[src/rtl/b32d_pkg.sv]
// ----------------------------------------------------------------------------
// b32d_pkg
// Shared types and constants for the base32 stream decoder.
// ----------------------------------------------------------------------------
package b32d_pkg;

    localparam logic [7:0]  CHAR_PAD     = 8'h3D;
    localparam logic [15:0] CAPACITY_RST = 16'd512;

    typedef enum logic [2:0] {
        ST_OK              = 3'd0,
        ST_BAD_LENGTH      = 3'd1,
        ST_PAD_LONG        = 3'd2,
        ST_CAPACITY        = 3'd3,
        ST_BAD_FULL_GROUP  = 3'd4,
        ST_BAD_REMAINDER   = 3'd5,
        ST_BAD_FINAL_GROUP = 3'd6
    } t_status;

    typedef struct packed {
        logic [7:0] data_byte;
        logic       byte_valid;
        logic       end_of_input;
        t_status    status;
    } t_result;

    // bits held in the buffer after each group position
    function automatic logic [2:0] left_after(input logic [2:0] pos);
        logic [2:0] r;
        case (pos)
            3'd0: r = 3'd0;
            3'd1: r = 3'd5;
            3'd2: r = 3'd2;
            3'd3: r = 3'd7;
            3'd4: r = 3'd4;
            3'd5: r = 3'd1;
            3'd6: r = 3'd6;
            3'd7: r = 3'd3;
            default: r = 3'd0;
        endcase
        return r;
    endfunction

endpackage

[src/rtl/b32d_map.sv]
// ----------------------------------------------------------------------------
// b32d_map
// Alphabet lookup: A-Z and 2-7 to a 5-bit value, anything else flagged bad.
// ----------------------------------------------------------------------------
module b32d_map (
    input  logic [7:0] i_char,
    output logic [4:0] o_value,
    output logic       o_bad
);

    always_comb begin
        o_value = 5'd0;
        o_bad   = 1'b0;
        if (i_char >= 8'h41 && i_char <= 8'h5A) begin
            o_value = 5'(i_char - 8'h41);
        end else if (i_char >= 8'h32 && i_char <= 8'h37) begin
            o_value = 5'(i_char - 8'h32 + 8'd26);
        end else begin
            o_bad = 1'b1;
        end
    end

endmodule

[src/rtl/b32d_core.sv]
// ----------------------------------------------------------------------------
// b32d_core
// Stream state and the per-character step: bit buffer, group tracking,
// counters and the end-of-string status.
// ----------------------------------------------------------------------------
module b32d_core #(
    parameter int COUNT_WIDTH = 16
) (
    input  logic              i_clk,
    input  logic              i_rst_n,
    input  logic              i_step,
    input  logic [7:0]        i_char,
    input  logic              i_last,
    input  logic [15:0]       i_capacity,
    output b32d_pkg::t_result o_result
);

    import b32d_pkg::*;

    localparam int FIVE_W = COUNT_WIDTH + 3;
    localparam int CMP_W  = (FIVE_W > 20) ? FIVE_W : 20;

    logic [6:0]             r_buf,       n_buf;
    logic [2:0]             r_gpos,      n_gpos;
    logic [2:0]             r_tlen,      n_tlen;
    logic                   r_pad_seen,  n_pad_seen;
    logic [3:0]             r_pad_cnt,   n_pad_cnt;
    logic [COUNT_WIDTH-1:0] r_cnt,       n_cnt;
    logic [FIVE_W-1:0]      r_five,      n_five;
    logic                   r_bad_early, n_bad_early;
    logic                   r_bad_cur,   n_bad_cur;

    logic [4:0]  map_val;
    logic        map_bad;
    logic [3:0]  nbits;
    logic [2:0]  rest;
    logic [11:0] acc;
    logic [19:0] cap_lim;
    logic        over_cap;
    t_result     res;

    b32d_map u_map (
        .i_char  (i_char),
        .o_value (map_val),
        .o_bad   (map_bad)
    );

    always_comb begin
        n_buf       = r_buf;
        n_gpos      = r_gpos;
        n_tlen      = r_tlen + 3'd1;
        n_pad_seen  = r_pad_seen | (i_char == CHAR_PAD);
        n_pad_cnt   = r_pad_cnt;
        n_cnt       = r_cnt;
        n_five      = r_five;
        n_bad_early = r_bad_early;
        n_bad_cur   = r_bad_cur;
        nbits       = {1'b0, left_after(r_gpos)} + 4'd5;
        rest        = 3'(nbits - 4'd8);
        acc         = {r_buf, map_val};
        res         = '{data_byte: 8'd0, byte_valid: 1'b0,
                        end_of_input: i_last, status: ST_OK};

        if (n_pad_seen) begin
            if (r_pad_cnt != 4'd8) begin
                n_pad_cnt = r_pad_cnt + 4'd1;
            end
        end else begin
            n_bad_cur = r_bad_cur | map_bad;
            if (nbits >= 4'd8) begin
                res.data_byte  = 8'(acc >> rest);
                res.byte_valid = 1'b1;
                n_buf          = 7'(acc & ((12'd1 << rest) - 12'd1));
            end else begin
                n_buf = acc[6:0];
            end
            n_gpos = r_gpos + 3'd1;
            if (n_gpos == 3'd0) begin
                n_bad_early = r_bad_early | n_bad_cur;
                n_bad_cur   = 1'b0;
            end
            if (r_cnt != {COUNT_WIDTH{1'b1}}) begin
                n_cnt  = r_cnt + 1'b1;
                n_five = r_five + FIVE_W'(5);
            end
        end

        // ceil(5n/8) > cap + 1  <=>  5n >= 8*(cap + 1) + 1
        cap_lim  = {17'(i_capacity) + 17'd1, 3'b001};
        over_cap = CMP_W'(n_five) >= CMP_W'(cap_lim);

        if (i_last) begin
            if (n_tlen != 3'd0) begin
                res.status = ST_BAD_LENGTH;
            end else if (n_pad_cnt >= 4'd8) begin
                res.status = ST_PAD_LONG;
            end else if (over_cap) begin
                res.status = ST_CAPACITY;
            end else if (n_bad_early) begin
                res.status = ST_BAD_FULL_GROUP;
            end else if (n_gpos == 3'd1 || n_gpos == 3'd3 || n_gpos == 3'd6) begin
                res.status = ST_BAD_REMAINDER;
            end else if (n_bad_cur) begin
                res.status = ST_BAD_FINAL_GROUP;
            end
            n_buf       = '0;
            n_gpos      = '0;
            n_tlen      = '0;
            n_pad_seen  = 1'b0;
            n_pad_cnt   = '0;
            n_cnt       = '0;
            n_five      = '0;
            n_bad_early = 1'b0;
            n_bad_cur   = 1'b0;
        end
    end

    assign o_result = res;

    always_ff @(posedge i_clk) begin
        if (!i_rst_n) begin
            r_buf       <= '0;
            r_gpos      <= '0;
            r_tlen      <= '0;
            r_pad_seen  <= 1'b0;
            r_pad_cnt   <= '0;
            r_cnt       <= '0;
            r_five      <= '0;
            r_bad_early <= 1'b0;
            r_bad_cur   <= 1'b0;
        end else if (i_step) begin
            r_buf       <= n_buf;
            r_gpos      <= n_gpos;
            r_tlen      <= n_tlen;
            r_pad_seen  <= n_pad_seen;
            r_pad_cnt   <= n_pad_cnt;
            r_cnt       <= n_cnt;
            r_five      <= n_five;
            r_bad_early <= n_bad_early;
            r_bad_cur   <= n_bad_cur;
        end
    end

endmodule

[src/rtl/base32_stream_decoder_top.sv]
// ----------------------------------------------------------------------------
// base32_stream_decoder_top
// RFC 4648 base32 decoder, one character in and one result out per transfer.
// ----------------------------------------------------------------------------
// Takes one character per clock while the output is not stalled and returns
// one result per character: the input register holds the character, then
// the alphabet lookup, bit buffer step and status compare feed the result
// register. The result for a character marked tlast carries the status in
// tuser and leaves the decoder clear for the next string at once.
// The capacity register may be written only while no character is in flight.
// ----------------------------------------------------------------------------
module base32_stream_decoder_top #(
    parameter int COUNT_WIDTH = 16
) (
    input  logic        i_clk,
    input  logic        i_rst_n,
    input  logic        i_cfg_wr_en,
    input  logic [15:0] i_cfg_wr_data,
    input  logic        s_axis_tvalid,
    output logic        s_axis_tready,
    input  logic [7:0]  s_axis_tdata,   // [7:0] char_code
    input  logic        s_axis_tlast,
    output logic        m_axis_tvalid,
    input  logic        m_axis_tready,
    output logic [7:0]  m_axis_tdata,   // [7:0] data_byte
    output logic [3:0]  m_axis_tuser,   // [0] byte_valid, [3:1] status
    output logic        m_axis_tlast
);

    import b32d_pkg::*;

    logic        r_in_valid;
    logic [7:0]  r_in_char;
    logic        r_in_last;
    logic        r_out_valid;
    t_result     r_out;
    logic [15:0] r_cap;
    logic        adv;
    t_result     core_res;

    assign adv           = r_in_valid && (!r_out_valid || m_axis_tready);
    assign s_axis_tready = !r_in_valid || adv;

    b32d_core #(
        .COUNT_WIDTH (COUNT_WIDTH)
    ) u_core (
        .i_clk      (i_clk),
        .i_rst_n    (i_rst_n),
        .i_step     (adv),
        .i_char     (r_in_char),
        .i_last     (r_in_last),
        .i_capacity (r_cap),
        .o_result   (core_res)
    );

    always_ff @(posedge i_clk) begin
        if (!i_rst_n) begin
            r_in_valid  <= 1'b0;
            r_out_valid <= 1'b0;
            r_cap       <= CAPACITY_RST;
        end else begin
            if (s_axis_tvalid && s_axis_tready) begin
                r_in_valid <= 1'b1;
            end else if (adv) begin
                r_in_valid <= 1'b0;
            end
            if (adv) begin
                r_out_valid <= 1'b1;
            end else if (m_axis_tready) begin
                r_out_valid <= 1'b0;
            end
            if (i_cfg_wr_en) begin
                r_cap <= i_cfg_wr_data;
            end
        end
    end

    always_ff @(posedge i_clk) begin
        if (s_axis_tvalid && s_axis_tready) begin
            r_in_char <= s_axis_tdata;
            r_in_last <= s_axis_tlast;
        end
        if (adv) begin
            r_out <= core_res;
        end
    end

    assign m_axis_tvalid = r_out_valid;
    assign m_axis_tdata  = r_out.data_byte;
    assign m_axis_tuser  = {r_out.status, r_out.byte_valid};
    assign m_axis_tlast  = r_out.end_of_input;

endmodule

[config.mk]
export PLATFORM = sky130hd
export DESIGN_NAME = base32_stream_decoder_top
export DESIGN_NICKNAME = d
export VERILOG_FILES = /design/src/rtl/b32d_pkg.sv /design/src/rtl/b32d_map.sv /design/src/rtl/b32d_core.sv /design/src/rtl/base32_stream_decoder_top.sv
export SDC_FILE = /design/constraint.sdc
export NUM_CORES = 1
export LEC_CHECK = 0
export ABC_AREA = 1
export BUFFER_PORTS_ARGS = -buffer_cell sky130_fd_sc_hd__buf_2
export CAP_MARGIN = 15
export CORE_UTILIZATION = 50
export DETAILED_ROUTE_END_ITERATION = 8
export HOLD_SLACK_MARGIN = 0.1
export PLACE_DENSITY = 0.71
export SYNTH_ARGS = -nofsm -noshare
export SYNTH_HDL_FRONTEND = slang
export SYNTH_SLANG_ARGS = --single-unit
export TNS_END_PERCENT = 100
[constraint.sdc]
create_clock -name i_clk -period 4.9 [get_ports i_clk]
set_clock_uncertainty 0.15 [all_clocks]
set_input_delay 0.49 -clock i_clk [delete_from_list [all_inputs] [get_ports i_clk]]
set_output_delay 0.49 -clock i_clk [all_outputs]
set_load 0.01 [all_outputs]
# Yosys cells after proc, flatten, opt, wreduce, memory -nomap -nowiden
# Memories as Yosys holds them, arrays and structs flattened. A register that Yosys moved wholly into a read port is not among the register bits.
# Cells that the tools add are included.
[totals]
output_inout_bits = 15
n_memories = 1
in_bits = 30
word_cells = 114
romBits = 24
regBits = 95
[op_classes]
n_reduce_logical = 20
n_eq_ne = 7
n_mux = 39
addsub = 12
n_shift = 2
bitwise_logic = 6
magnitude_cmp = 7
[mem_list]
columns = ["memory", "depth", "word_bits", "read_ports", "rd_ports_with_merged_regs", "wr", "line", "source"]
rows = [
  ["(name not given)", 8, 3, 1, 1, 0, "b32d_pkg.sv:30", "case (pos)"],
]
[ops]
columns = ["operator", "count"]
rows = [
  ["19-bit 2-to-1 mux", 3],
  ["16-bit 2-to-1 mux", 3],
  ["3-bit 2-to-1 mux", 8],
  ["7-bit 2-to-1 mux", 3],
  ["19-bit by 20-bit greater-or-equal comparator with 1-bit output", 1],
  ["19-bit by 3-bit adder with 19-bit output, second input constant", 1],
  ["16-bit by 1-bit adder with 17-bit output, second input constant", 1],
  ["16-bit by 1-bit adder with 16-bit output, second input constant", 1],
  ["16-bit inequality test, second input constant", 1],
  ["1-bit 2-to-1 mux", 15],
  ["4-bit 2-to-1 mux", 3],
  ["12-bit by 3-bit >> shifter with 8-bit output", 1],
  ["5-bit 2-to-1 mux", 2],
  ["8-bit by 6-bit equality test with 1-bit output, second input constant", 1],
  ["4-bit greater-or-equal comparator, second input constant", 2],
  ["8-bit by 6-bit greater-or-equal comparator with 1-bit output, second input constant", 1],
  ["8-bit by 7-bit greater-or-equal comparator with 1-bit output, second input constant", 1],
  ["8-bit by 6-bit <= comparator with 1-bit output, second input constant", 1],
  ["8-bit by 7-bit <= comparator with 1-bit output, second input constant", 1],
  ["7-bit bitwise AND", 1],
  ["1-bit by 3-bit left shift with 7-bit output, first input constant", 1],
  ["7-bit by 1-bit subtractor with 7-bit output, second input constant", 1],
  ["3-bit by 1-bit adder with 3-bit output, second input constant", 2],
  ["2-bit nonzero test", 3],
  ["23 further kinds", 35],
]

# Longest topological paths before layout
# Gate-level depths: netlist (run 1).
[depth]
depth_word = 13
ltp_mapped = 20
mapped_depth_nobuf = 20

# Modules after synthesis
# A second synthesis (run 1) with hierarchy kept.
[hier_totals]
hier_cells = 812
area_unflattened_um2 = 5924.4
[by_module_without_submodules]
columns = ["mod", "area_each_um2", "n_inst", "cells_per_inst", "seq_area_each_um2"]
rows = [
  ["b32d_core", 4305.4, 1, 653, 1161.1],
  ["base32_stream_decoder_top", 1295.0, 1, 103, 1021.0],
  ["b32d_map", 324.1, 1, 56, 0.0],
]

# Least setup slack after synthesis (run 1)
# OpenSTA, ideal clock, no wires.
[synth_timing]
path_type = "flip-flop to flip-flop"
startpoint = "register r_in_char[1]"
endpoint = "register r_out (netlist bit m_axis_tuser[2]) (data pin)"
period_less_slack_ns = 2.952
path_buffers = 0
setup_slack_ns = 1.948
t_required_ns = 4.497
t_arrival_ns = 2.549
path_stages_with_launch = 21
setup_time_ns = 0.253
path_cell_list = "edfxtp_1 > inv_1 > ha_1 > inv_1 > nor2_2 > a21oi_4 > nand2_4 > inv_4 > nand2_2 > nor2_2 > nand3_1 > xor2_1 > ha_1 > a21oi_1 > nor2_1 > nor2_1 > o211ai_1 > nand2_1 > nand3_1 > o21ai_1 > inv_1"
[synth_via]
elab_chain_cells = 12
elab_cells_between_ends = 31
classes_between = "order compare (6); eq/ne (4); mux (14); bitwise (3); reduce/logical (4)"
[synth_lines]
columns = ["element", "line", "source"]
rows = [
  ["start, declared", "base32_stream_decoder_top.sv:33", "logic [7:0] r_in_char;"],
  ["start signal, assigned", "base32_stream_decoder_top.sv:80", "r_in_char <= s_axis_tdata;"],
  ["8-bit by 6-bit greater-or-equal comparator with 1-bit output / 8-bit by 6-bit <= comparator with 1-bit output (equally long branches)", "b32d_map.sv:16", "end else if (i_char >= 8'h32 && i_char <= 8'h37) begin"],
  ["1-bit logical AND", "b32d_map.sv:16", ""],
  ["1-bit 2-to-1 mux", "b32d_map.sv:16", ""],
  ["1-bit 2-to-1 mux", "b32d_map.sv:14", "if (i_char >= 8'h41 && i_char <= 8'h5A) begin"],
  ["1-bit OR", "b32d_core.sv:69", "n_bad_cur = r_bad_cur | map_bad;"],
  ["1-bit 2-to-1 mux", "b32d_core.sv:78", "if (n_gpos == 3'd0) begin"],
  ["1-bit 2-to-1 mux", "b32d_core.sv:64", "if (n_pad_seen) begin"],
  ["3-bit 2-to-1 mux", "b32d_core.sv:103", "end else if (n_bad_cur) begin"],
  ["3-bit 2-to-1 mux", "b32d_core.sv:101", "end else if (n_gpos == 3'd1 || n_gpos == 3'd3 || n_gpos == 3'd6) begin"],
  ["3-bit 2-to-1 mux", "b32d_core.sv:99", "end else if (n_bad_early) begin"],
  ["2-bit 2-to-1 mux", "b32d_core.sv:97", "end else if (over_cap) begin"],
  ["2-bit 2-to-1 mux (*)", "b32d_core.sv:95", "end else if (n_pad_cnt >= 4'd8) begin"],
  ["end signal, assigned", "base32_stream_decoder_top.sv:84", "r_out <= core_res;"],
  ["end, declared", "base32_stream_decoder_top.sv:36", "t_result r_out;"],
]
# Every way passes the cells marked *; elsewhere a longest branch is shown, timed or not.
# A chain may end at the register's enable or synchronous reset.

# Worst setup path after layout (run 1)
# Ends and elaborated chain as after synthesis.

==> impl_results.md, run 1 <==
* Outcome: finished, final reports clean
* Top area cells in the synthesized netlist: sky130_fd_sc_hd__dfxtp_1 (26%), sky130_fd_sc_hd__nand2_1 (12%), sky130_fd_sc_hd__edfxtp_1 (11%)
* CP Launch Type: flip-flop
* Kind of critical path: flip-flop to flip-flop
* Htree depth at 3
* Worst EP required at 4.86 ns
* Count of distinct cell types in the synthesized netlist at 45
* Clock transition at the register clock pins on the worst setup and hold paths after CTS at 0.07 ns
* Post-Synthesis Mean Instance Area at 7.31 µm²
* Worst vdd ir at 171 µV
* Pwr per Cell Area at 259 nW/µm²
* Die Footprint at 12300 µm²
* Slew @ Worst Pin at 0.633 ns
* Kind of cell adding the most delay to the critical path: compound AO/OA/AOI/OAI gates
* Count of unresolved DRC violations after routing at 0
* Number of gates resized after cts at 0
* Number of cells in the design after placement at 978
* Nets at 911
* Final cycle utilization of the critical path at 72.6%
* Via count at 5354
* Number of synthesized register bits at 98
* Final Power at 1.69 mW
* Clock latency reported for the late side of the worst-skew pair at 0.35 ns
* Worst-case headroom to the max-slew limit at 57.7%
* Share of layout cells above drive strength 1 at 10.8%
* Die outline width at 111 µm
* Number of logic stages on the critical path including buffering at 19
* Number of global-route vias before repair at 5111
* Number of non-filler instances in the completed layout at 994
* CP max FO at 15
* Overall die height at 111 µm
* Initial Utilization at 51.6%
* WL per Instance at 13.0 µm
* Area growth from synthesis to final layout at 10.2%
* Cell Chain, Critical Path: inv_1 > ha_1 > inv_1 > nor2_2 > a21oi_4 > nand2_4 > inv_4 > nand2_2 > nor2_2 > xor2_1 > ha_1 > a21oi_1 > o21ai_0 > a21oi_1 > o211ai_1 > nand2_1 > nand3_1 > o21ai_1 > inv_1
* Hold violation count in the final report at 0
* Final critical delay including setup and external delays at 3.56 ns
* Fraction of synthesized cell area taken by the top area cell type at 25.7%
* Endpoint of the worst-slack reg-to-reg timing path: m_axis_tuser[2]
* Setup repair after global routing missed its margin: no
* Inserted Clock Buffers at 9
* Count of buffers added by post-CTS timing repair for setup at 0
* Top-level port count at 45
* Post-placement cell area at 6250 µm²
* CTS tree: yes
* Leakage component of the power at 2.66 nW
* Routed Antenna Nets at 0
* CTS Hold Bufs at 0
* Depth of the worst register-to-register path at 19
* Total of max-cap violations at 0
* Most Frequent Cell on Critical Path: sky130_fd_sc_hd__inv_1
* Worst Path Arrival at 3.52 ns
* Count of buffers from port buffering at 44
* Startpoint of the lowest-slack register-to-register path: r_in_char[1]
* Residual overflow from global routing at 0
* Antenna violations before repair at 0
* Number of synthesis warnings at 0
* Global placement routability congestion at 0.887
* Number of diodes at 0
* Flop-to-flop setup slack at 1.34 ns
* Pins over their slew limit at 0
* Number of buffers and inverters on the critical path at 4
* DRC marker count from the first detailed-route iteration at 258
* CP endpoint kind: flip-flop
* Biggest area consumer among synthesized cells: sky130_fd_sc_hd__dfxtp_1
* Hold path startpoint: s_axis_tdata[6]
* Post-DP HPWL at 9680 µm
* Setup violation total in the final timing report at 0
* Part of the Yosys area used for sequential elements at 36.9%
* Total length of routed wires at 12900 µm
* Root buffer cell: sky130_fd_sc_hd__clkbuf_16
* Mapped Area at 5910 µm²
* Gr usage total at 22.0%
* Pin count of the biggest net entering global routing at 41
* Global-route wire length before repair at 22300 µm
* Accumulated negative setup slack at 0 ns
* Slowest cell on crit path: sky130_fd_sc_hd__a21oi_4
* Core area at 11500 µm²
* Syn nets at 874
* Maximum operating frequency at 0.281 GHz
* Tightest Hold Check Type: input pin to flip-flop
* Post-route standard cell area excluding fillers at 6510 µm²
* Number of standard-cell rows in the floorplan at 39
* Destination of the worst hold path: r_in_char[6]
* TritonCTS Sinks at 98
* Number of detailed-routing iterations run before antenna repair at 5
* Critical Path Max Stage Delay at 0.39 ns
* Vias per cell at 5.39
* Max Buffers Root-to-Sink at 2
* Number of standard cells after synthesis at 809
* Number of cells on the worst hold path at 1
## area by class of cell
cell class / instances / area, µm²
inverters: 89 / 337
clock buffers: 16 / 262
flip-flops and latches: 98 / 2180
fillers: 1063 / 4950
repair buffers: 48 / 250
multi-input cells: 600 / 3300
well taps: 143 / 179
## cells in the mapped netlist, drive strengths merged
master,n
nand2,194
a21oi,87
inv,87
nor2,79
dfxtp,76
o21ai,56
nand3,46
ha,35
xor2,31
edfxtp,22
nor3,20
clkbuf,16
nand4,16
xnor2,7
buf,6
o211ai,5
a31oi,4
and3,3
nand3b,3
nor4,3
o22ai,3
clkinv,2
a211o,1
a211oi,1
a22oi,1
a2bb2oi,1
a32oi,1
o21bai,1
o31ai,1
or2,1
## flip-flops by register name, summed over array words and instances, names as in the netlist, 3 cells and up, named ones only
name and flops:
u_core.r_cnt 16, r_cap 16, r_in_char 8, u_core.r_buf 7, m_axis_tdata 8, m_axis_tuser 4, u_core.r_tlen 3, u_core.r_pad_cnt 4
u_core.r_five 19, u_core.r_gpos 3
## worst max-delay path by stage
| stage | slack [ns] | end | startpoint |
|---|---|---|---|
| 2_1_floorplan | 1.95 | m_axis_tuser[2] | r_in_char[1] |
| 3_3_place_gp | 1.50 | m_axis_tuser[2] | r_in_char[1] |
| 3_5_place_dp | 1.39 | m_axis_tuser[2] | r_in_char[1] |
| 4_1_cts | 1.38 | m_axis_tuser[2] | r_in_char[1] |
| 5_1_grt | 0.98 | m_axis_tuser[2] | r_in_char[1] |
| 6_report | 1.34 | m_axis_tuser[2] | r_in_char[1] |
## kinds of logic after synthesis
family	count (synthesis)	share of synthesized area (%)
simple gates	365	27.8
compound gates	162	14.9
buf+inv	111	7.22
flops	98	36.9
xor+xnor	38	5.76
fa+ha+maj	35	7.41
## routing by layer
layer,share of wire [%],GRT usage [%]
met1,45,26.8
met2,49,38.1
met3,3.5,3.17
met4,2.5,10.0
met5,0,0
## layout by cell type, fill, tap and decap left out, types with 3 or more instances in the layout
cell type / count
sky130_fd_sc_hd__nand2_2: 4
sky130_fd_sc_hd__nand2_1: 188
sky130_fd_sc_hd__inv_2: 3
sky130_fd_sc_hd__nand3b_1: 3
sky130_fd_sc_hd__nor2_1: 71
sky130_fd_sc_hd__edfxtp_1: 22
sky130_fd_sc_hd__inv_1: 83
sky130_fd_sc_hd__o21ai_0: 52
sky130_fd_sc_hd__nand3_1: 43
sky130_fd_sc_hd__nand3_2: 3
sky130_fd_sc_hd__ha_1: 35
sky130_fd_sc_hd__buf_2: 44
sky130_fd_sc_hd__nor3_1: 16
sky130_fd_sc_hd__buf_4: 4
sky130_fd_sc_hd__nor2_2: 7
sky130_fd_sc_hd__o22ai_1: 3
sky130_fd_sc_hd__xor2_1: 30
sky130_fd_sc_hd__dfxtp_1: 76
sky130_fd_sc_hd__and3_1: 3
sky130_fd_sc_hd__a31oi_1: 4
sky130_fd_sc_hd__xnor2_1: 7
sky130_fd_sc_hd__a21oi_1: 83
sky130_fd_sc_hd__o21ai_1: 4
sky130_fd_sc_hd__nor3_2: 4
sky130_fd_sc_hd__nand4_1: 16
sky130_fd_sc_hd__clkbuf_1: 6
sky130_fd_sc_hd__clkbuf_16: 9
sky130_fd_sc_hd__o211ai_1: 5
## stage by stage
| stage | utilization (%) | hold slack [ns] | setup WS (ns) |
|---|---|---|---|
| 2_1_floorplan | - | 0.274 | 1.95 |
| 3_3_place_gp | 54.5 | 0.302 | 1.50 |
| 3_5_place_dp | 54.5 | 0.314 | 1.39 |
| 4_1_cts | 56.8 | 0.159 | 1.38 |
| 5_1_grt | 56.8 | 0.154 | 0.979 |
| 6_report | 56.8 | 0.171 | 1.34 |
## power by group
group,leakage (nW),internal [mW],total [mW],switching (mW)
Sequential,0.832,0.849,0.871,0.0220
Clock,0.125,0.360,0.644,0.285
Combinational,1.70,0.0579,0.171,0.113
Total,2.66,1.27,1.69,0.420
No activity file was read; power rests on OpenSTA's default activity.
==> inputs of run 2 (changes only) <==
Settings changed: ABC_AREA 1 to 0, PLACE_DENSITY 0.71 to 0.74.
Clock period 4.9 ns to 2.95 ns, I/O delays scaled along.
==> run 2 against run 1 <==
Against the previous run: sequential power rose by 65%; worst setup slack got worse by 1.9 ns; clock power rose by 97%; clock-buffer cell count fell by 6; total power rose by 83%; final cell count fell by 1.2%; non-clock buffer count rose by 140; the run now ends with design-rule violations, negative setup slack left; hold slack got worse by 0.024 ns.
==> impl_results.md, run 2 <==
* Register bank with the most flops: u_core.r_five
* Number of global-route vias before repair at 5655 (+11%)
* Gr usage total at 26.2% (+4.2 points)
* Pwr per Cell Area at 388 nW/µm² (+50%)
* CP max FO at 5 (-10)
* Number of diodes at 0 (unchanged)
* Number of cells in the design after placement at 927 (-5.2%)
* Setup repair after global routing missed its margin: yes
* Most frequent cell after synthesis: sky130_fd_sc_hd__dfxtp_1
* Die outline width at 112 µm (+0.93%)
* TritonCTS Sinks at 98 (unchanged)
* Residual overflow from global routing at 0 (unchanged)
* Worst Path Arrival at 3.49 ns (-0.03 ns)
* Number of synthesis warnings at 0 (unchanged)
* Flip-flop count of the largest register after layout at 19 (unchanged)
* Number of standard cells after synthesis at 663 (-18%)
* CTS tree: yes
* Antenna violations before repair at 0 (unchanged)
* Final Power at 3.09 mW (+83%)
* WL per Instance at 16.2 µm (+24%)
* Commonest non-fill, non-tap cell in the layout: sky130_fd_sc_hd__buf_4
* Tightest Hold Check Type: input pin to flip-flop
* Final cycle utilization of the critical path at 120% (+47 points)
* Root buffer cell: sky130_fd_sc_hd__clkbuf_16
* Final critical delay including setup and external delays at 3.53 ns (-0.0283 ns)
* Depth of the worst register-to-register path at 17 (-2)
* Worst EP required at 2.91 ns (-1.95 ns)
* CP Launch Type: flip-flop
* Slew @ Worst Pin at 0.669 ns (+0.0356 ns)
* Post-synth top cells: sky130_fd_sc_hd__dfxtp_1 (76), sky130_fd_sc_hd__nor2_1 (53), sky130_fd_sc_hd__nand2_1 (46)
* Core area at 11600 µm² (+0.85%)
* Biggest area consumer among synthesized cells: sky130_fd_sc_hd__dfxtp_1
* Number of inserted filler cells in the final layout at 821 (-23%)
* Proportion of register bits with asynchronous set or reset after synthesis at 0% (unchanged)
* DRC marker count from the first detailed-route iteration at 561 (+120%)
* Count of unresolved DRC violations after routing at 6 (+6)
* Outcome: finished with violations
* Top area cells in the synthesized netlist: sky130_fd_sc_hd__dfxtp_1 (25%), sky130_fd_sc_hd__edfxtp_1 (11%), sky130_fd_sc_hd__ha_1 (7.3%)
* Area growth from synthesis to final layout at 32.2%
* Worst slack after detailed placement at -0.605 ns (-1.99 ns)
* Worst vdd ir at 446 µV (+160%)
* Leakage component of the power at 3.21 nW (+21%)
* Main flop type after synthesis: sky130_fd_sc_hd__dfxtp_1
* Initial Utilization at 52.1% (+0.54 points)
* Total of max-cap violations at 0 (unchanged)
* Worst-case headroom to the max-slew limit at 55.1% (-2.6 points)
* Count of buffers from port buffering at 44 (unchanged)
* Setup violation total in the final timing report at 7 (+7)
* Pin count of the biggest net entering global routing at 26 (-37%)
* Pins over their slew limit at 0 (unchanged)
* Post-DP HPWL at 10900 µm (+12%)
* Number of synthesized flops with an enable pin at 22 (unchanged)
* Overall die height at 112 µm (+0.93%)
* Accumulated negative setup slack at -2.20 ns (-2.20 ns)
* Mapped Area at 6030 µm² (+1.9%)
* Global-route wire length before repair at 26300 µm (+18%)
* Number of synthesized register bits at 98 (unchanged)
* Number of standard-cell rows in the floorplan at 39 (unchanged)
* Clock latency reported for the late side of the worst-skew pair at 0.36 ns (about the same)
* Fraction of synthesized cell area taken by the top area cell type at 25.2% (-0.48 points)
* Htree depth at 3 (unchanged)
* Syn nets at 728 (-17%)
* Kind of critical path: flip-flop to flip-flop
* Clock transition at the register clock pins on the worst setup and hold paths after CTS at 0.07 ns (about the same)
* Via count at 5705 (+6.6%)
* Max Buffers Root-to-Sink at 2 (unchanged)
* Min setup slack post-route at -0.579 ns (-1.92 ns)
* Count of distinct cell types in the synthesized netlist at 73 (+62%)
* Hold violation count in the final report at 0 (unchanged)
* Top-level port count at 45 (unchanged)
* Routed Antenna Nets at 0 (unchanged)
* Post-route standard cell area excluding fillers at 7960 µm² (+22%)
* Number of non-filler instances in the completed layout at 982 (-1.2%)
* Number of detailed-routing iterations run before antenna repair at 9 (+4)
* Share of layout cells above drive strength 1 at 28.0% (+17 points)
* Most used cells in the layout excluding fill and tap cells: sky130_fd_sc_hd__buf_4 (117), sky130_fd_sc_hd__dfxtp_1 (74), sky130_fd_sc_hd__nor2_1 (49)
* Die Footprint at 12500 µm² (+1.9%)
* Maximum operating frequency at 0.283 GHz (+0.80%)
* CP endpoint kind: flip-flop
* Post-Synthesis Mean Instance Area at 9.09 µm² (+24%)
* Nets at 899 (-1.3%)
* Vias per cell at 5.81 (+7.9%)
* Total length of routed wires at 15900 µm (+23%)
* Part of the Yosys area used for sequential elements at 36.2% (-0.69 points)
* Global placement routability congestion at 0.888 (about the same)
* Largest registers in the final layout: u_core.r_five (19), r_cap (16), u_core.r_cnt (16)
* Inserted Clock Buffers at 9 (unchanged)
* Post-placement cell area at 7110 µm² (+14%)
* Failing checks: design-rule violations, negative setup slack
* Number of cells on the worst hold path at 3 (+2)
## run 2: per-layer routing
layer | global-route usage [%] | share of wire [%] | vias up
li1 | - | - | 2753
met1 | 32.5 | 45 | 2795
met2 | 45.1 | 49 | 132
met3 | 5.82 | 4.0 | 25
met4 | 8.29 | 1.9 | 0
met5 | 0 | 0 | -
## run 2: area by class of cell
cell class                 count  area, µm²  share of cell area [%]
clock buffer                  10        229                    2.88
clock inverter                 6       88.8                    1.12
inverter                      19       71.3                   0.896
multi-input combinational    518       3840                    48.2
sequential                    98       2180                    27.4
tap                          143        179                    2.25
timing repair buffer         188       1370                    17.2
## run 2: timing repair
action / CTS / global route
resized for setup: 22 / 19
buffers inserted: 12 / 1
gates cloned: 0 / 0
pin swaps: 19 / 7
endpoints found under the hold margin: 26 / 0
hold buffers: 26 / 0
setup endpoints to repair: 4 / 10
## run 2: path summary, 6_finish.rpt
| check | startpoint | end | slack [ns] |
|---|---|---|---|
| min | m_axis_tready | m_axis_tvalid | 0.15 |
| min reg2reg | u_core.r_bad_early | u_core.r_bad_early | 0.35 |
| max reg2reg | r_in_char[0] | m_axis_tuser[3] | -0.58 |
| max | r_in_char[0] | m_axis_tuser[3] | -0.58 |
## run 2: worst max-delay path, stage by stage (launching register included)
cell                       delay (ns)
sky130_fd_sc_hd__edfxtp_1        0.43
sky130_fd_sc_hd__ha_4            0.19
sky130_fd_sc_hd__nand4_1         0.14
sky130_fd_sc_hd__o21ai_4         0.09
sky130_fd_sc_hd__a2111o_1        0.36
sky130_fd_sc_hd__buf_6           0.15
sky130_fd_sc_hd__nor2_4          0.17
sky130_fd_sc_hd__nand2_2         0.11
sky130_fd_sc_hd__xnor2_2         0.15
sky130_fd_sc_hd__ha_1            0.32
sky130_fd_sc_hd__nand2_2         0.07
sky130_fd_sc_hd__nor3_4          0.23
sky130_fd_sc_hd__o221ai_2        0.15
sky130_fd_sc_hd__buf_4           0.16
sky130_fd_sc_hd__a41oi_4         0.15
sky130_fd_sc_hd__o31ai_4         0.11
sky130_fd_sc_hd__nand2_1         0.10
sky130_fd_sc_hd__nor3_2          0.05
## run 2: logic make-up after synthesis
| kind of cell | after synthesis | synth area share [%] |
|---|---|---|
| mux | 26 | 6.19 |
| xor+xnor | 53 | 7.70 |
| flops | 98 | 36.2 |
| compound gates | 147 | 16.0 |
| buf+inv | 47 | 3.26 |
| fa+ha+maj | 35 | 7.27 |
| simple gates | 257 | 23.4 |
## run 2: power by group
group | switching [mW] | internal [mW]
clock | 0.528 | 0.745
sequential | 0.0279 | 1.41
combinational | 0.204 | 0.177
## run 2: metrics by stage
stage / utilization, % / hold WS (ns)
6_report: 68.9 / 0.147
5_1_grt: 68.9 / 0.176
2_1_floorplan: - / 0.244
3_3_place_gp: 61.4 / 0.323
4_1_cts: 68.1 / 0.140
3_5_place_dp: 61.4 / 0.323
==> inputs of run 3 (changes only) <==
Settings changed: SYNTH_HIERARCHICAL set to 1.
==> run 3 against run 2 <==
Against the previous run: the run ends with negative setup slack left; global-route usage decreased by 0.98 points; worst setup slack improved by 0.35 ns; largest power group unchanged; synthesized area increased by 2.9%; final area decreased by 0.41%; utilization decreased by 3.1 points.
==> impl_results.md, run 3 <==
* Critical Path Max Stage Delay at 0.49 ns (+0.06 ns)
* Post-DP HPWL at 11100 µm (+1.9%)
* Top area cells in the synthesized netlist: sky130_fd_sc_hd__dfxtp_1 (25%), sky130_fd_sc_hd__edfxtp_1 (11%), sky130_fd_sc_hd__ha_1 (7.1%)
* Kind of critical path: flip-flop to flip-flop
* Inserted Clock Buffers at 9 (unchanged)
* Number of diodes at 0 (unchanged)
* Nets at 897 (-0.22%)
* Setup violation total in the final timing report at 4 (-3)
* Routed Antenna Nets at 0 (unchanged)
* Maximum operating frequency at 0.314 GHz (+11%)
* Commonest non-fill, non-tap cell in the layout: sky130_fd_sc_hd__buf_4
* Vias per cell at 5.82 (+0.23%)
* Flip-flop count of the largest register after layout at 19 (unchanged)
* Htree depth at 3 (unchanged)
* Cell Chain, Critical Path: and4bb_4 > a21o_4 > or4_4 > xnor2_2 > ha_1 > nand4_1 > nor4_4 > nand2_1 > nand4b_1 > and4b_1
* Via count at 5852 (+2.6%)
* Clock transition at the register clock pins on the worst setup and hold paths after CTS at 0.07 ns (about the same)
* Number of buffers and inverters on the critical path at 0 (-2)
* Internal Pwr Total at 2.25 mW (-3.3%)
* Register share of total power at 47.5% (+1.0 points)
* CP endpoint kind: flip-flop
* CP max FO at 4 (-1)
* Worst-case headroom to the max-slew limit at 60.8% (+5.7 points)
* Worst EP required at 2.91 ns (about the same)
* Total of max-cap violations at 0 (unchanged)
* Worst slack after detailed placement at -0.281 ns (+0.323 ns)
* Count of unresolved DRC violations after routing at 0 (-6)
* CTS tree: yes
* Antenna violations before repair at 0 (unchanged)
* Top-level port count at 45 (unchanged)
* Depth of the worst register-to-register path at 10 (-7)
* Number of cells on the worst hold path at 3 (unchanged)
* Combinational family with the most area after synthesis: simple AND/OR/NAND/NOR gates
* Mapped Area at 6200 µm² (+2.9%)
* Number of detailed-routing iterations run before antenna repair at 5 (-4)
* Fraction of synthesized cell area taken by the top area cell type at 24.5% (-0.71 points)
* Failing checks: negative setup slack
* Power spent charging and discharging nets at 0.777 mW (+2.3%)
* Area growth from synthesis to final layout at 27.9%
* Leakage component of the power at 3.10 nW (-3.7%)
* Residual overflow from global routing at 0 (unchanged)
* Switching part of the total at 25.7% (+1.1 points)
* WL per Instance at 15.8 µm (-2.2%)
* Post-synth top cells: sky130_fd_sc_hd__dfxtp_1 (76), sky130_fd_sc_hd__nand2_1 (67), sky130_fd_sc_hd__a21oi_1 (44)
* Most frequent cell after synthesis: sky130_fd_sc_hd__dfxtp_1
* Syn nets at 751 (+3.2%)
* Register bank with the most flops: u_core/r_five
* Area share of fa/ha/maj cells after synthesis at 7.06% (-0.20 points)
* Min setup slack post-route at -0.231 ns (+0.348 ns)
* Setup repair after global routing missed its margin: yes
* Clock latency reported for the late side of the worst-skew pair at 0.36 ns (about the same)
* Number of synthesis warnings at 6 (+6)
* Number of standard-cell rows in the floorplan at 40 (+2.6%)
* Number of inserted filler cells in the final layout at 939 (+14%)
* Global placement routability congestion at 0.901 (+1.6%)
* Gr usage total at 25.2% (-0.98 points)
* Biggest area consumer among synthesized cells: sky130_fd_sc_hd__dfxtp_1
* Part of the power in the clock network at 39.7% (-1.5 points)
* Worst vdd ir at 347 µV (-22%)
* Core area at 12100 µm² (+4.3%)
* Final critical delay including setup and external delays at 3.18 ns (-0.348 ns)
* Root buffer cell: sky130_fd_sc_hd__clkbuf_16
* Number of logic stages on the critical path including buffering at 10 (-7)
* Pwr per Cell Area at 382 nW/µm² (-1.5%)
* Part of the Yosys area used for sequential elements at 35.2% (-1.0 points)
* Kind of cell adding the most delay to the critical path: simple AND/OR/NAND/NOR gates
* Compound-cell area share of the yosys netlist at 16.1% (+0.14 points)
* Simple-Gate Fraction of Synth Area at 24.0% (+0.57 points)
* Most used cells in the layout excluding fill and tap cells: sky130_fd_sc_hd__buf_4 (100), sky130_fd_sc_hd__dfxtp_1 (74), sky130_fd_sc_hd__nand2_1 (65)
* DRC marker count from the first detailed-route iteration at 493 (-12%)
* Pin count of the biggest net entering global routing at 29 (+12%)
* Pins over their slew limit at 0 (unchanged)
* Number of standard cells after synthesis at 686 (+3.5%)
* Number of global-route vias before repair at 5630 (-0.44%)
* Final cycle utilization of the critical path at 108% (-12 points)
* Slowest cell on crit path: sky130_fd_sc_hd__or4_4
* Total length of routed wires at 15900 µm (+0.11%)
* Final worst hold slack at 0.136 ns (-0.0110 ns)
* Main flop type after synthesis: sky130_fd_sc_hd__dfxtp_1
* Number of synthesized flops with an enable pin at 22 (unchanged)
* TritonCTS Sinks at 98 (unchanged)
* Die Footprint at 12800 µm² (+2.8%)
* Initial Utilization at 51.4% (-0.70 points)
* Combinational share of power at 12.8% (+0.5 points)
* Mux contribution to synthesized area at 7.47% (+1.3 points)
* Share of layout cells above drive strength 1 at 25.2% (-2.8 points)
* Slew @ Worst Pin at 0.586 ns (-0.0834 ns)
* Outcome: finished with violations
* Count of buffers from port buffering at 44 (unchanged)
* Overall die height at 113 µm (+1.4%)
* Worst Path Arrival at 3.14 ns (-0.35 ns)
* CP Launch Type: flip-flop
* Xor/xnor share of the synthesized area at 5.49% (-2.2 points)
* Largest registers in the final layout: u_core/r_five (19), r_cap (16), u_core/r_cnt (16)
* Post-Synthesis Mean Instance Area at 9.04 µm² (-0.56%)
* Global-route wire length before repair at 26000 µm (-1.4%)
* Max Buffers Root-to-Sink at 2 (unchanged)
* Number of synthesized register bits at 98 (unchanged)
* Count of distinct cell types in the synthesized netlist at 82 (+12%)
* Die outline width at 113 µm (+1.4%)
* Hold violation count in the final report at 0 (unchanged)
* Tightest Hold Check Type: input pin to flip-flop
* Proportion of register bits with asynchronous set or reset after synthesis at 0% (unchanged)
-- run 3: cell types whose count changed in the layout (fill, tap and decap cells not counted), moves of 8 or more --
cell / change
sky130_fd_sc_hd__nand2_1: +24
sky130_fd_sc_hd__nor2b_1: -19
sky130_fd_sc_hd__buf_4: -17
sky130_fd_sc_hd__o21ai_0: -13
sky130_fd_sc_hd__mux2i_1: +9
sky130_fd_sc_hd__nand2b_1: +9
sky130_fd_sc_hd__nand4_1: +9
sky130_fd_sc_hd__nor2_1: -9
sky130_fd_sc_hd__xnor2_1: -9
sky130_fd_sc_hd__or4_1: +8
-- run 3: metrics by stage --
| stage | TNS, ns | cells | power (mW) | utilization, % | cell area [µm²] |
|---|---|---|---|---|---|
| 2_1_floorplan | -0.300 | 686 | 1.67 | - | 6220 |
| 3_3_place_gp | -0.348 | 951 | 1.78 | 59.0 | 7120 |
| 3_5_place_dp | -0.715 | 951 | 1.79 | 59.0 | 7120 |
| 4_1_cts | -0.520 | 997 | 3.03 | 64.6 | 7790 |
| 5_1_grt | -1.25 | 1005 | 3.14 | 65.8 | 7930 |
| 6_report | -0.578 | 1005 | 3.03 | 65.8 | 7930 |
-- run 3: layer usage --
| layer | vias to the layer above | track usage [%] | wire, µm |
|---|---|---|---|
| met3 | 31 | 6.11 | 889 |
| met4 | 0 | 7.46 | 315 |
| met5 | - | 0 | 0 |
| met1 | 2779 | 30.8 | 7000 |
| met2 | 200 | 43.9 | 7700 |
| li1 | 2842 | - | - |
-- run 3: what timing repair did --
action	in CTS	in global routing
pin swaps	11	22
hold buffers	26	0
gates resized for setup	17	19
buffers inserted	4	9
endpoints found under the setup margin	4	8
hold endpoints to repair	26	0
-- run 3: path summary, 6_finish.rpt --
kind	from	to	slack [ns]
max	r_in_char[4]	m_axis_tuser[3]	-0.23
min reg2reg	u_core/r_cnt[14]	u_core/r_cnt[14]	0.32
min	m_axis_tready	r_in_valid	0.14
max reg2reg	r_in_char[4]	m_axis_tuser[3]	-0.23
-- run 3: cell type report --
cell class,count,area [µm²],share of cell area (%)
sequential,98,2180,27.5
clock inverter,7,77.6,0.978
tap,168,210,2.65
inverter,23,91.3,1.15
clock buffer,9,225,2.84
timing repair buffer,173,1260,15.9
multi-input combinational,527,3880,48.9
-- run 3: cells by family (layout without fill, tap and decap cells) --
family / Yosys count / count (layout)
compound gates: 150 / 150
xor+xnor: 38 / 38
fa+ha+maj: 35 / 35
buf+inv: 61 / 212
flops: 98 / 98
mux: 36 / 36
simple gates: 268 / 268
-- run 3: power groups by stage --
stage          clock network [mW]  registers (mW)  logic (mW)
2_1_floorplan                   0            1.47       0.199
3_3_place_gp                    0            1.46       0.313
3_5_place_dp                    0            1.47       0.325
4_1_cts                      1.23            1.44       0.365
5_1_grt                      1.28            1.44       0.423
6_report                     1.20            1.44       0.389
-- run 3: tightest hold or removal path, stage by stage --
cell                       delay, ns
sky130_fd_sc_hd__buf_2          0.08
sky130_fd_sc_hd__nand3b_1       0.11
sky130_fd_sc_hd__a21boi_0       0.10
